[config.mk]
export PLATFORM = sky130hd
export DESIGN_NAME = bounded_min_heap_reservoir_sampler_core
export DESIGN_NICKNAME = d
export VERILOG_FILES = /design/src/design/bmhrs_pkg.sv /design/src/design/bounded_min_heap_reservoir_sampler_core.sv
export VERILOG_INCLUDE_DIRS = /design/src /design/src/design
export SDC_FILE = /design/constraint.sdc
export NUM_CORES = 2
export LEC_CHECK = 0
export ABC_AREA = 1
export BUFFER_PORTS_ARGS = -buffer_cell sky130_fd_sc_hd__buf_2
export CORE_MARGIN = 2
export CORE_UTILIZATION = 57
export DETAILED_ROUTE_END_ITERATION = 6
export PLACE_DENSITY = 0.76
export REMOVE_ABC_BUFFERS = 1
export SLEW_MARGIN = 20
export SYNTH_ARGS = -nofsm -noshare
export SYNTH_HDL_FRONTEND = slang
export SYNTH_SLANG_ARGS = --single-unit
[constraint.sdc]
create_clock -name clk -period 8.37 [get_ports clk]
set_input_delay 0 -clock clk [delete_from_list [all_inputs] [get_ports clk]]
set_output_delay 0 -clock clk [all_outputs]
set_load 0.03 [all_outputs]
[src/design/bounded_min_heap_reservoir_sampler_core_macros.svh]
// Assertion macros for the reservoir sampler core.
// No dependencies; included by the top level.
`ifndef BOUNDED_MIN_HEAP_RESERVOIR_SAMPLER_CORE_MACROS_SVH
`define BOUNDED_MIN_HEAP_RESERVOIR_SAMPLER_CORE_MACROS_SVH
// assert that an implication holds on every clock edge outside reset
`define BMH_ASSERT(label, clk, rst_n, prop, msg) \
  label: assert property (@(posedge clk) disable iff (!rst_n) prop) else $error(msg);
// assert an implication that also holds during reset
`define BMH_ASSERT_ALWAYS(label, clk, prop, msg) \
  label: assert property (@(posedge clk) prop) else $error(msg);
`endif

[src/design/bmhrs_pkg.sv]
// Shared constants and types for the reservoir sampler core.
// No dependencies.
package bmhrs_pkg;
  localparam int CAPACITY_DEF  = 16;
  localparam int RAND_BITS_DEF = 16;
  localparam int VAL_W = 32;
  localparam int LIM_W = 5;
  localparam int SLOT_W = 4;
  localparam int MAX_OUT = 16;
  localparam logic [LIM_W-1:0] LIMIT_RESET = 5'd16;
  localparam logic [1:0] KIND_ACK   = 2'd0;
  localparam logic [1:0] KIND_ENTRY = 2'd1;
  localparam logic [1:0] KIND_EMPTY = 2'd2;
  localparam logic CMD_OFFER = 1'b0;
  localparam logic CMD_READ  = 1'b1;
  typedef struct packed {
    logic signed [VAL_W-1:0] val;
    logic signed [VAL_W-1:0] wt;
  } entry_t;
endpackage

[src/design/bounded_min_heap_reservoir_sampler_core.sv]
// Bounded reservoir sampler held in a min-heap keyed by signed weight; needs bmhrs_pkg.
// Offer to acknowledge: a plain insert sifts up; a rejected draw runs multiply and decision;
// pop-and-replace sifts down, then up; one heap address and one compare a cycle.
// Readout: after the S_RDRD fetch, one result per cycle while out_ready does not stall it.
// One transaction at a time: in_ready returns the cycle after the last result is loaded.
// Reset (synchronous, rst_n low): sample empty, seen count zero, limit 16, no result held.
`include "bounded_min_heap_reservoir_sampler_core_macros.svh"
module bounded_min_heap_reservoir_sampler_core #(
  parameter int CAPACITY = bmhrs_pkg::CAPACITY_DEF
) (
  input  logic clk,
  input  logic rst_n,
  input  logic cfg_we,
  input  logic [bmhrs_pkg::LIM_W-1:0] cfg_wdata,
  input  logic in_valid,
  output logic in_ready,
  input  logic in_command,
  input  logic signed [31:0] in_item_value,
  input  logic signed [31:0] in_item_weight,
  input  logic [15:0] in_rand_fraction,
  output logic out_valid,
  input  logic out_ready,
  output logic [1:0] out_kind,
  output logic out_accepted,
  output logic signed [31:0] out_entry_value,
  output logic signed [31:0] out_entry_weight,
  output logic [3:0] out_slot,
  output logic out_last
);
  import bmhrs_pkg::*;

  localparam int AW = (CAPACITY > 1) ? $clog2(CAPACITY) : 1;
  localparam int CW = $clog2(CAPACITY + 1);
  localparam int XW = AW + 2;  // child index width, never wraps

  localparam logic [3:0] S_IDLE  = 4'd0;
  localparam logic [3:0] S_MUL0  = 4'd1;
  localparam logic [3:0] S_MUL1  = 4'd2;
  localparam logic [3:0] S_DEC   = 4'd3;
  localparam logic [3:0] S_POPRD = 4'd4;
  localparam logic [3:0] S_DNL   = 4'd5;
  localparam logic [3:0] S_DNR   = 4'd6;
  localparam logic [3:0] S_DNCMP = 4'd7;
  localparam logic [3:0] S_UPRD  = 4'd8;
  localparam logic [3:0] S_UPCMP = 4'd9;
  localparam logic [3:0] S_RDRD  = 4'd10;
  localparam logic [3:0] S_RDOUT = 4'd11;
  localparam logic [3:0] S_ACK   = 4'd12;

  logic [3:0] state_r, state_nxt;

  // heap memory: one address per cycle, registered read data (old data on a write)
  entry_t        mem [CAPACITY];
  logic          mem_we;
  logic [AW-1:0] mem_addr;
  entry_t        mem_wd;
  entry_t        mem_rd_r;

  always_ff @(posedge clk) begin
    if (mem_we) mem[mem_addr] <= mem_wd;
    mem_rd_r <= mem[mem_addr];
  end

  logic [LIM_W-1:0] limit_r;
  logic [CW-1:0]    size_r, size_nxt;
  logic [31:0]      seen_r, seen_nxt;
  entry_t           ins_r, ins_nxt;     // offered item, held until its insert starts
  entry_t           item_r, item_nxt;   // entry being sifted (the hole's value)
  entry_t           best_r, best_nxt;   // smaller of hole entry and left child
  logic [AW-1:0]    hole_r, hole_nxt;
  logic             bleft_r, bleft_nxt; // left child beat the hole entry
  logic             rvalid_r, rvalid_nxt;
  logic [15:0]      rnd_r, rnd_nxt;
  logic [47:0]      prod_r, prod_nxt;
  logic             acc_r, acc_nxt;
  logic [CW-1:0]    rd_i_r, rd_i_nxt;
  logic [CW-1:0]    rd_n_r, rd_n_nxt;

  // result register
  logic              ov_r, ov_nxt;
  logic [1:0]        ok_r, ok_nxt;
  logic              oa_r, oa_nxt;
  entry_t            oe_r, oe_nxt;
  logic [SLOT_W-1:0] os_r, os_nxt;
  logic              ol_r, ol_nxt;
  logic              out_free;

  // effective limit: clamp the register to the heap capacity
  logic [CW-1:0] lim;
  assign lim = (8'(limit_r) > 8'(CAPACITY)) ? CW'(CAPACITY) : CW'(limit_r);

  // shared multiply unit: one 16 x 16 partial product per cycle, in S_MUL0 then S_MUL1
  logic [32:0] seen_p1;
  logic [15:0] mul_b;
  logic [31:0] mul_p;
  assign seen_p1 = {1'b0, seen_r} + 33'd1;
  assign mul_b = (state_r == S_MUL0) ? seen_p1[15:0] : seen_p1[31:16];
  assign mul_p = 32'(rnd_r) * 32'(mul_b);

  // draw = (rand * (seen + 1)) >> RAND_BITS; bit 32 of seen + 1 adds rand << 32
  logic [48:0] full_prod;
  logic [48:0] draw;
  assign full_prod = {1'b0, prod_r} + (seen_p1[32] ? {1'b0, rnd_r, 32'd0} : 49'd0);
  assign draw = full_prod >> RAND_BITS_DEF;

  // shared signed compare, operands steered by state
  logic signed [31:0] cmp_a, cmp_b;
  logic cmp_lt;
  assign cmp_a = (state_r == S_UPCMP) ? item_r.wt : mem_rd_r.wt;
  assign cmp_b = (state_r == S_UPCMP) ? mem_rd_r.wt :
                 (state_r == S_DNR)   ? item_r.wt : best_r.wt;
  assign cmp_lt = cmp_a < cmp_b;

  logic [XW-1:0] lchild, rchild, size_x;
  logic [AW-1:0] parent;
  assign lchild = {1'b0, hole_r, 1'b0} + XW'(1);
  assign rchild = {1'b0, hole_r, 1'b0} + XW'(2);
  assign size_x = XW'(size_r);
  assign parent = (hole_r - AW'(1)) >> 1;

  assign in_ready = (state_r == S_IDLE);
  assign out_free = !ov_r || out_ready;

  always_comb begin
    state_nxt = state_r; size_nxt = size_r; seen_nxt = seen_r; ins_nxt = ins_r;
    item_nxt = item_r; best_nxt = best_r; hole_nxt = hole_r; bleft_nxt = bleft_r;
    rvalid_nxt = rvalid_r; rnd_nxt = rnd_r; prod_nxt = prod_r; acc_nxt = acc_r;
    rd_i_nxt = rd_i_r; rd_n_nxt = rd_n_r;
    ov_nxt = ov_r && !out_ready; ok_nxt = ok_r; oa_nxt = oa_r; oe_nxt = oe_r;
    os_nxt = os_r; ol_nxt = ol_r;
    mem_we = 1'b0; mem_addr = hole_r; mem_wd = item_r;
    unique case (state_r)
      S_IDLE: begin
        if (in_valid) begin
          rnd_nxt = in_rand_fraction;
          acc_nxt = 1'b0;
          ins_nxt.val = in_item_value;
          ins_nxt.wt = in_item_weight;
          if (in_command == CMD_READ) begin
            // readout: report at most MAX_OUT slots in array order
            rd_n_nxt = (8'(size_r) > 8'(MAX_OUT)) ? CW'(MAX_OUT) : size_r;
            rd_i_nxt = '0;
            state_nxt = S_RDRD;
          end else begin
            // count the offer (saturating) before any draw uses it
            if (seen_r != 32'hFFFF_FFFF) seen_nxt = seen_r + 32'd1;
            if (size_r < lim) begin
              // room left: insert at the tail and sift up
              acc_nxt = 1'b1;
              item_nxt.val = in_item_value;
              item_nxt.wt = in_item_weight;
              hole_nxt = AW'(size_r);
              size_nxt = size_r + CW'(1);
              state_nxt = S_UPRD;
            end else begin
              state_nxt = S_MUL0;
            end
          end
        end
      end
      S_MUL0: begin
        prod_nxt = {16'd0, mul_p};
        state_nxt = S_MUL1;
      end
      S_MUL1: begin
        prod_nxt = prod_r + {mul_p, 16'd0};
        state_nxt = S_DEC;
      end
      S_DEC: begin
        if (draw < 49'(lim) && size_r != '0) begin
          // replace: fetch the tail entry, it moves to the root
          acc_nxt = 1'b1;
          size_nxt = size_r - CW'(1);
          mem_addr = AW'(size_r - CW'(1));
          state_nxt = S_POPRD;
        end else begin
          state_nxt = S_ACK;
        end
      end
      S_POPRD: begin
        item_nxt = mem_rd_r;
        hole_nxt = '0;
        state_nxt = S_DNL;
      end
      S_DNL: begin
        if (lchild < size_x) begin
          mem_addr = lchild[AW-1:0];
          state_nxt = S_DNR;
        end else begin
          // no children: drop the sifted entry into the hole, start the insert
          mem_we = 1'b1;
          item_nxt = ins_r;
          hole_nxt = AW'(size_r);
          size_nxt = size_r + CW'(1);
          state_nxt = S_UPRD;
        end
      end
      S_DNR: begin
        // left child is on the read port; keep the smaller, fetch the right child
        if (cmp_lt) begin
          best_nxt = mem_rd_r;
          bleft_nxt = 1'b1;
        end else begin
          best_nxt = item_r;
          bleft_nxt = 1'b0;
        end
        rvalid_nxt = (rchild < size_x);
        if (rchild < size_x) mem_addr = rchild[AW-1:0];
        state_nxt = S_DNCMP;
      end
      S_DNCMP: begin
        mem_we = 1'b1;
        if (rvalid_r && cmp_lt) begin
          // right child is smallest: move it up into the hole
          mem_wd = mem_rd_r;
          hole_nxt = rchild[AW-1:0];
          state_nxt = S_DNL;
        end else if (bleft_r) begin
          mem_wd = best_r;
          hole_nxt = lchild[AW-1:0];
          state_nxt = S_DNL;
        end else begin
          // heap order restored: settle the entry, start the insert at the tail
          item_nxt = ins_r;
          hole_nxt = AW'(size_r);
          size_nxt = size_r + CW'(1);
          state_nxt = S_UPRD;
        end
      end
      S_UPRD: begin
        if (hole_r == '0) begin
          mem_we = 1'b1;
          state_nxt = S_ACK;
        end else begin
          mem_addr = parent;
          state_nxt = S_UPCMP;
        end
      end
      S_UPCMP: begin
        mem_we = 1'b1;
        if (cmp_lt) begin
          // parent is larger: pull it down and advance the hole
          mem_wd = mem_rd_r;
          hole_nxt = parent;
          state_nxt = S_UPRD;
        end else begin
          state_nxt = S_ACK;
        end
      end
      S_RDRD: begin
        mem_addr = AW'(rd_i_r);
        state_nxt = S_RDOUT;
      end
      S_RDOUT: begin
        // hold the address while the result register is busy
        mem_addr = AW'(rd_i_r);
        if (out_free) begin
          ov_nxt = 1'b1;
          oa_nxt = 1'b0;
          os_nxt = SLOT_W'(rd_i_r);
          if (rd_n_r == '0) begin
            ok_nxt = KIND_EMPTY;
            oe_nxt = '0;
            ol_nxt = 1'b1;
            state_nxt = S_IDLE;
          end else begin
            ok_nxt = KIND_ENTRY;
            oe_nxt = mem_rd_r;
            ol_nxt = (rd_i_r + CW'(1) == rd_n_r);
            rd_i_nxt = rd_i_r + CW'(1);
            mem_addr = AW'(rd_i_r + CW'(1));
            if (rd_i_r + CW'(1) == rd_n_r) state_nxt = S_IDLE;
          end
        end
      end
      S_ACK: begin
        if (out_free) begin
          ov_nxt = 1'b1;
          ok_nxt = KIND_ACK;
          oa_nxt = acc_r;
          oe_nxt = '0;
          os_nxt = '0;
          ol_nxt = 1'b1;
          state_nxt = S_IDLE;
        end
      end
      default: state_nxt = S_IDLE;
    endcase
  end

  always_ff @(posedge clk) begin
    if (!rst_n) begin
      state_r <= S_IDLE;
      size_r  <= '0;
      seen_r  <= '0;
      limit_r <= LIMIT_RESET;
      ov_r    <= 1'b0;
    end else begin
      state_r <= state_nxt;
      size_r  <= size_nxt;
      seen_r  <= seen_nxt;
      ov_r    <= ov_nxt;
      if (cfg_we) limit_r <= cfg_wdata;
    end
  end

  // datapath registers: meaningful only under the sequencer, no reset needed
  always_ff @(posedge clk) begin
    ins_r <= ins_nxt; item_r <= item_nxt; best_r <= best_nxt; hole_r <= hole_nxt;
    bleft_r <= bleft_nxt; rvalid_r <= rvalid_nxt; rnd_r <= rnd_nxt; prod_r <= prod_nxt;
    acc_r <= acc_nxt; rd_i_r <= rd_i_nxt; rd_n_r <= rd_n_nxt;
    ok_r <= ok_nxt; oa_r <= oa_nxt; oe_r <= oe_nxt; os_r <= os_nxt; ol_r <= ol_nxt;
  end

  assign out_valid = ov_r;
  assign out_kind = ok_r;
  assign out_accepted = oa_r;
  assign out_entry_value = oe_r.val;
  assign out_entry_weight = oe_r.wt;
  assign out_slot = os_r;
  assign out_last = ol_r;

  `BMH_ASSERT(a_size_bound, clk, rst_n, (size_r <= CW'(CAPACITY)), "sample size over capacity")
  `BMH_ASSERT(a_busy_not_ready, clk, rst_n, (state_r != S_IDLE) |-> !in_ready, "ready while busy")
  `BMH_ASSERT(a_out_hold, clk, rst_n, (out_valid && !out_ready) |=> (out_valid && $stable(out_kind) && $stable(out_last)), "result dropped before accept")
  `BMH_ASSERT_ALWAYS(a_reset_idle, clk, (!rst_n) |=> (state_r == S_IDLE && !out_valid), "reset")
endmodule

==> results.py <==
metrics = {
    "finish": {
        "final_cells": 10700,
        "post-route-util_pct": 67.1,
        "register_area_um2": 42900,
        "nets": 9286,
        "syn2layout_area_growth_pct": 16.8,
        "multi_input_area_um2": 31200,
        "drive_gt1_share_pct": 14.8,
        "stdcell_area_um2": 90800,
        "fillCellCount": 9953,
    },
    "floorplanning": {
        "io_pins": 165,
        "rows": 135,
        "die_y_um": 373,
        "initial_core_util_pct": 57.4,
        "coreArea_um2": 135000,
        "dieArea_um2": 139000,
        "die_x_um": 373,
    },
    "yosys": {
        "synth_edf_count": 1353,
        "netlist_instances": 8212,
        "ys_seq_area_share_pct": 55.2,
        "synth_top_flop_cell": "edfxtp_1",
        "synth_area_per_cell_um2": 9.46,
        "synthArstFlopShare_pct": 0,
        "synth_warnings": 0,
        "yosys.area.top_type_share_pct": 52.3,
        "ys_ff_latch": 1464,
        "yosysUniqueCellTypes": 63,
        "synth_area_um2": 77700,
        "synthTopCellsByArea": "edfxtp_1 (52%), nand2_1 (16%), fa_1 (5.1%)",
        "synth_top_area_cell": "edfxtp_1",
    },
    "timing": {
        "drv_slew": 0,
        "tns_ns": -4.58,
        "setup_viol": 16,
        "fin_ws_ns": -0.624,
        "fin_crit_sh_pct": 107,
        "finClkSkew_ns": 0.0508,
        "final-hold-violation-count": 0,
        "fmax_mhz": 111,
        "relSlewSlack_pct": 18.1,
        "period_needed_ns": 8.99,
        "tightest_slew_ns": 1.23,
        "rsz0062_at_grt": "yes",
    },
    "critical_path": {
        "cp-start-kind": "flop",
        "cpPeakStageDelay_ns": 0.57,
        "cp_top_family": "adder cells",
        "path_buf_inv": 11,
        "slowest_stage": "fa_1",
        "crit_path_end_kind": "flop",
        "critPathRequiredTime_ns": 8.87,
        "worstSetupPathType": "reg2reg",
        "critPathMaxFanout": 5,
        "worstPathArrival_ns": 9.49,
        "path_common_cell": "fa_1",
    },
    "cts": {
        "path_clk_slew_ns": 0.07,
        "cts_sinks": 1464,
        "clock_latency_ns": 0.81,
        "cts_root_buf": "clkbuf_16",
        "cts_tree": "done",
        "cts_max_level": 4,
        "clock_path_buffers": 3,
        "numCtsBuffers": 151,
    },
    "place": {
        "place_inst": 10200,
        "dpl-instance-area_um2": 81900,
        "io_buffers": 164,
        "hpwlAfterDp_um": 131000,
        "routabilityCongestion": 0.963,
    },
    "detailed_routing": {
        "drc": 0,
        "viasPerCell": 5.74,
        "vias": 61400,
        "post_drt_wl_per_cell_um": 21.2,
        "final_antenna_net_count": 0,
        "drt_pass1_iterations": 6,
        "drt-total-wl_um": 227000,
        "drtIter0Drc": 7351,
    },
    "grt": {
        "grt_usage_pct": 32.0,
        "antenna_found_initial": 1,
        "overflow": 0,
        "grt_max_degree": 206,
        "grt_pass1_wl_um": 343000,
        "grt_pass1_vias": 59400,
    },
    "worst_hold_path": {
        "hold_class": "in2reg",
    },
    "flow_run": {
        "cap_viol_max_count": 0,
    },
    "status": {
        "failed_checks": "negative setup slack",
        "status": "finished, violations left",
    },
}
layer usage:
metal  wire (um)  track usage, %  share of wire [%]
met5           0               0                  0
met4        9750            13.7                4.3
met3       23500            5.79                 10
met2      109000            52.7                 48
met1       84600            41.7                 37
cell usage in the layout, fill, tap and decap left out, types with 48 or more instances in the layout:
| master | n |
|---|---|
| dfxtp_1 | 109 |
| fa_1 | 192 |
| a21oi_1 | 241 |
| inv_1 | 659 |
| nor2_1 | 419 |
| ha_1 | 185 |
| nand2_1 | 3171 |
| nor2_4 | 52 |
| xor2_1 | 48 |
| nand4_1 | 57 |
| o21ai_1 | 58 |
| nand3_2 | 147 |
| clkbuf_16 | 152 |
| edfxtp_1 | 1353 |
| nand3_1 | 486 |
| buf_2 | 164 |
| o21ai_0 | 185 |
| o211ai_1 | 72 |
| dlygate4sd3_1 | 183 |
| buf_4 | 423 |
state kept, by name (all words and copies together), names as in the netlist, 16 cells and up:
name,cells
best_r,64
seen_r,32
out_entry_value,32
mem_rd_r,64
item_r,64
prod_r,32
out_entry_weight,32
ins_r,64
mem,1024
rnd_r,16
synthesized netlist by cell type, types with 30 or more instances:
| cell | count |
|---|---|
| dfxtp_1 | 111 |
| nor3_1 | 30 |
| edfxtp_1 | 1353 |
| nand4_1 | 57 |
| fa_1 | 196 |
| nand2_1 | 3209 |
| nor2_1 | 473 |
| clkbuf_1 | 120 |
| o21ai_1 | 48 |
| ha_1 | 207 |
| nand3_2 | 143 |
| xor2_1 | 59 |
| o21ai_0 | 208 |
| buf_2 | 188 |
| inv_1 | 682 |
| nand3_1 | 491 |
| a21oi_1 | 275 |
| buf_6 | 32 |
| o211ai_1 | 72 |
repair_timing:
action,in CTS,in global routing
setup endpoints to repair,16,19
hold buffers,183,0
pin swaps,68,107
resized for setup,147,169
hold endpoints to repair,200,0
buffers inserted,48,37
cell type report:
cell class,instances,area share [%]
diodes,3,0.00827
clock buffers,197,4.48
clock inverters,84,1.06
inverters,716,2.99
multi-input cells,5628,34.4
flip-flops and latches,1464,47.2
well taps,1781,2.45
repair buffers,831,7.45
logic make-up after synthesis:
family          after synthesis  synth area share (%)
simple gates               4475                  24.2
flops                      1464                  55.2
buf+inv                    1120                  6.51
compound gates              672                  4.83
fa+ha+maj                   403                  8.38
xor+xnor                     78                 0.879
through the flow:
| stage | hold WS [ns] | setup slack (ns) |
|---|---|---|
| after floorplan | 0.0976 | -17.21 |
| after global placement | 0.181 | -0.776 |
| after global routing | 0.0467 | -1.15 |
| final | 0.0504 | -0.624 |
| after CTS | 0.00663 | -0.401 |
| after detailed placement | 0.178 | -0.895 |
path summary, 6_finish.rpt:
check | startpoint | to | slack, ns | cells after the start
worst min-delay path | in_item_value[14] | item_r[46] | 0.05 | 4
worst max-delay path | seen_r[0] | prod_r[47] | -0.62 | 46
worst min register to register | seen_r[1] | seen_r[1] | 0.52 | 2
worst max register to register | seen_r[0] | prod_r[47] | -0.62 | 46
worst register-to-register path: cells and delay by family (launching register included):
family	cells	cell delay [ns]
adders and majority gates	8	3.73
xor gates and xnor gates	4	0.77
AOI/OAI and AO/OA	5	1.01
and+or+nand+nor	18	1.93
DFF	1	0.38
buffers and inverters	11	0.87
Power is left out: the tool's default activity adds up to more than one toggle a clock period on the data nets, which glitch-free logic cannot reach.
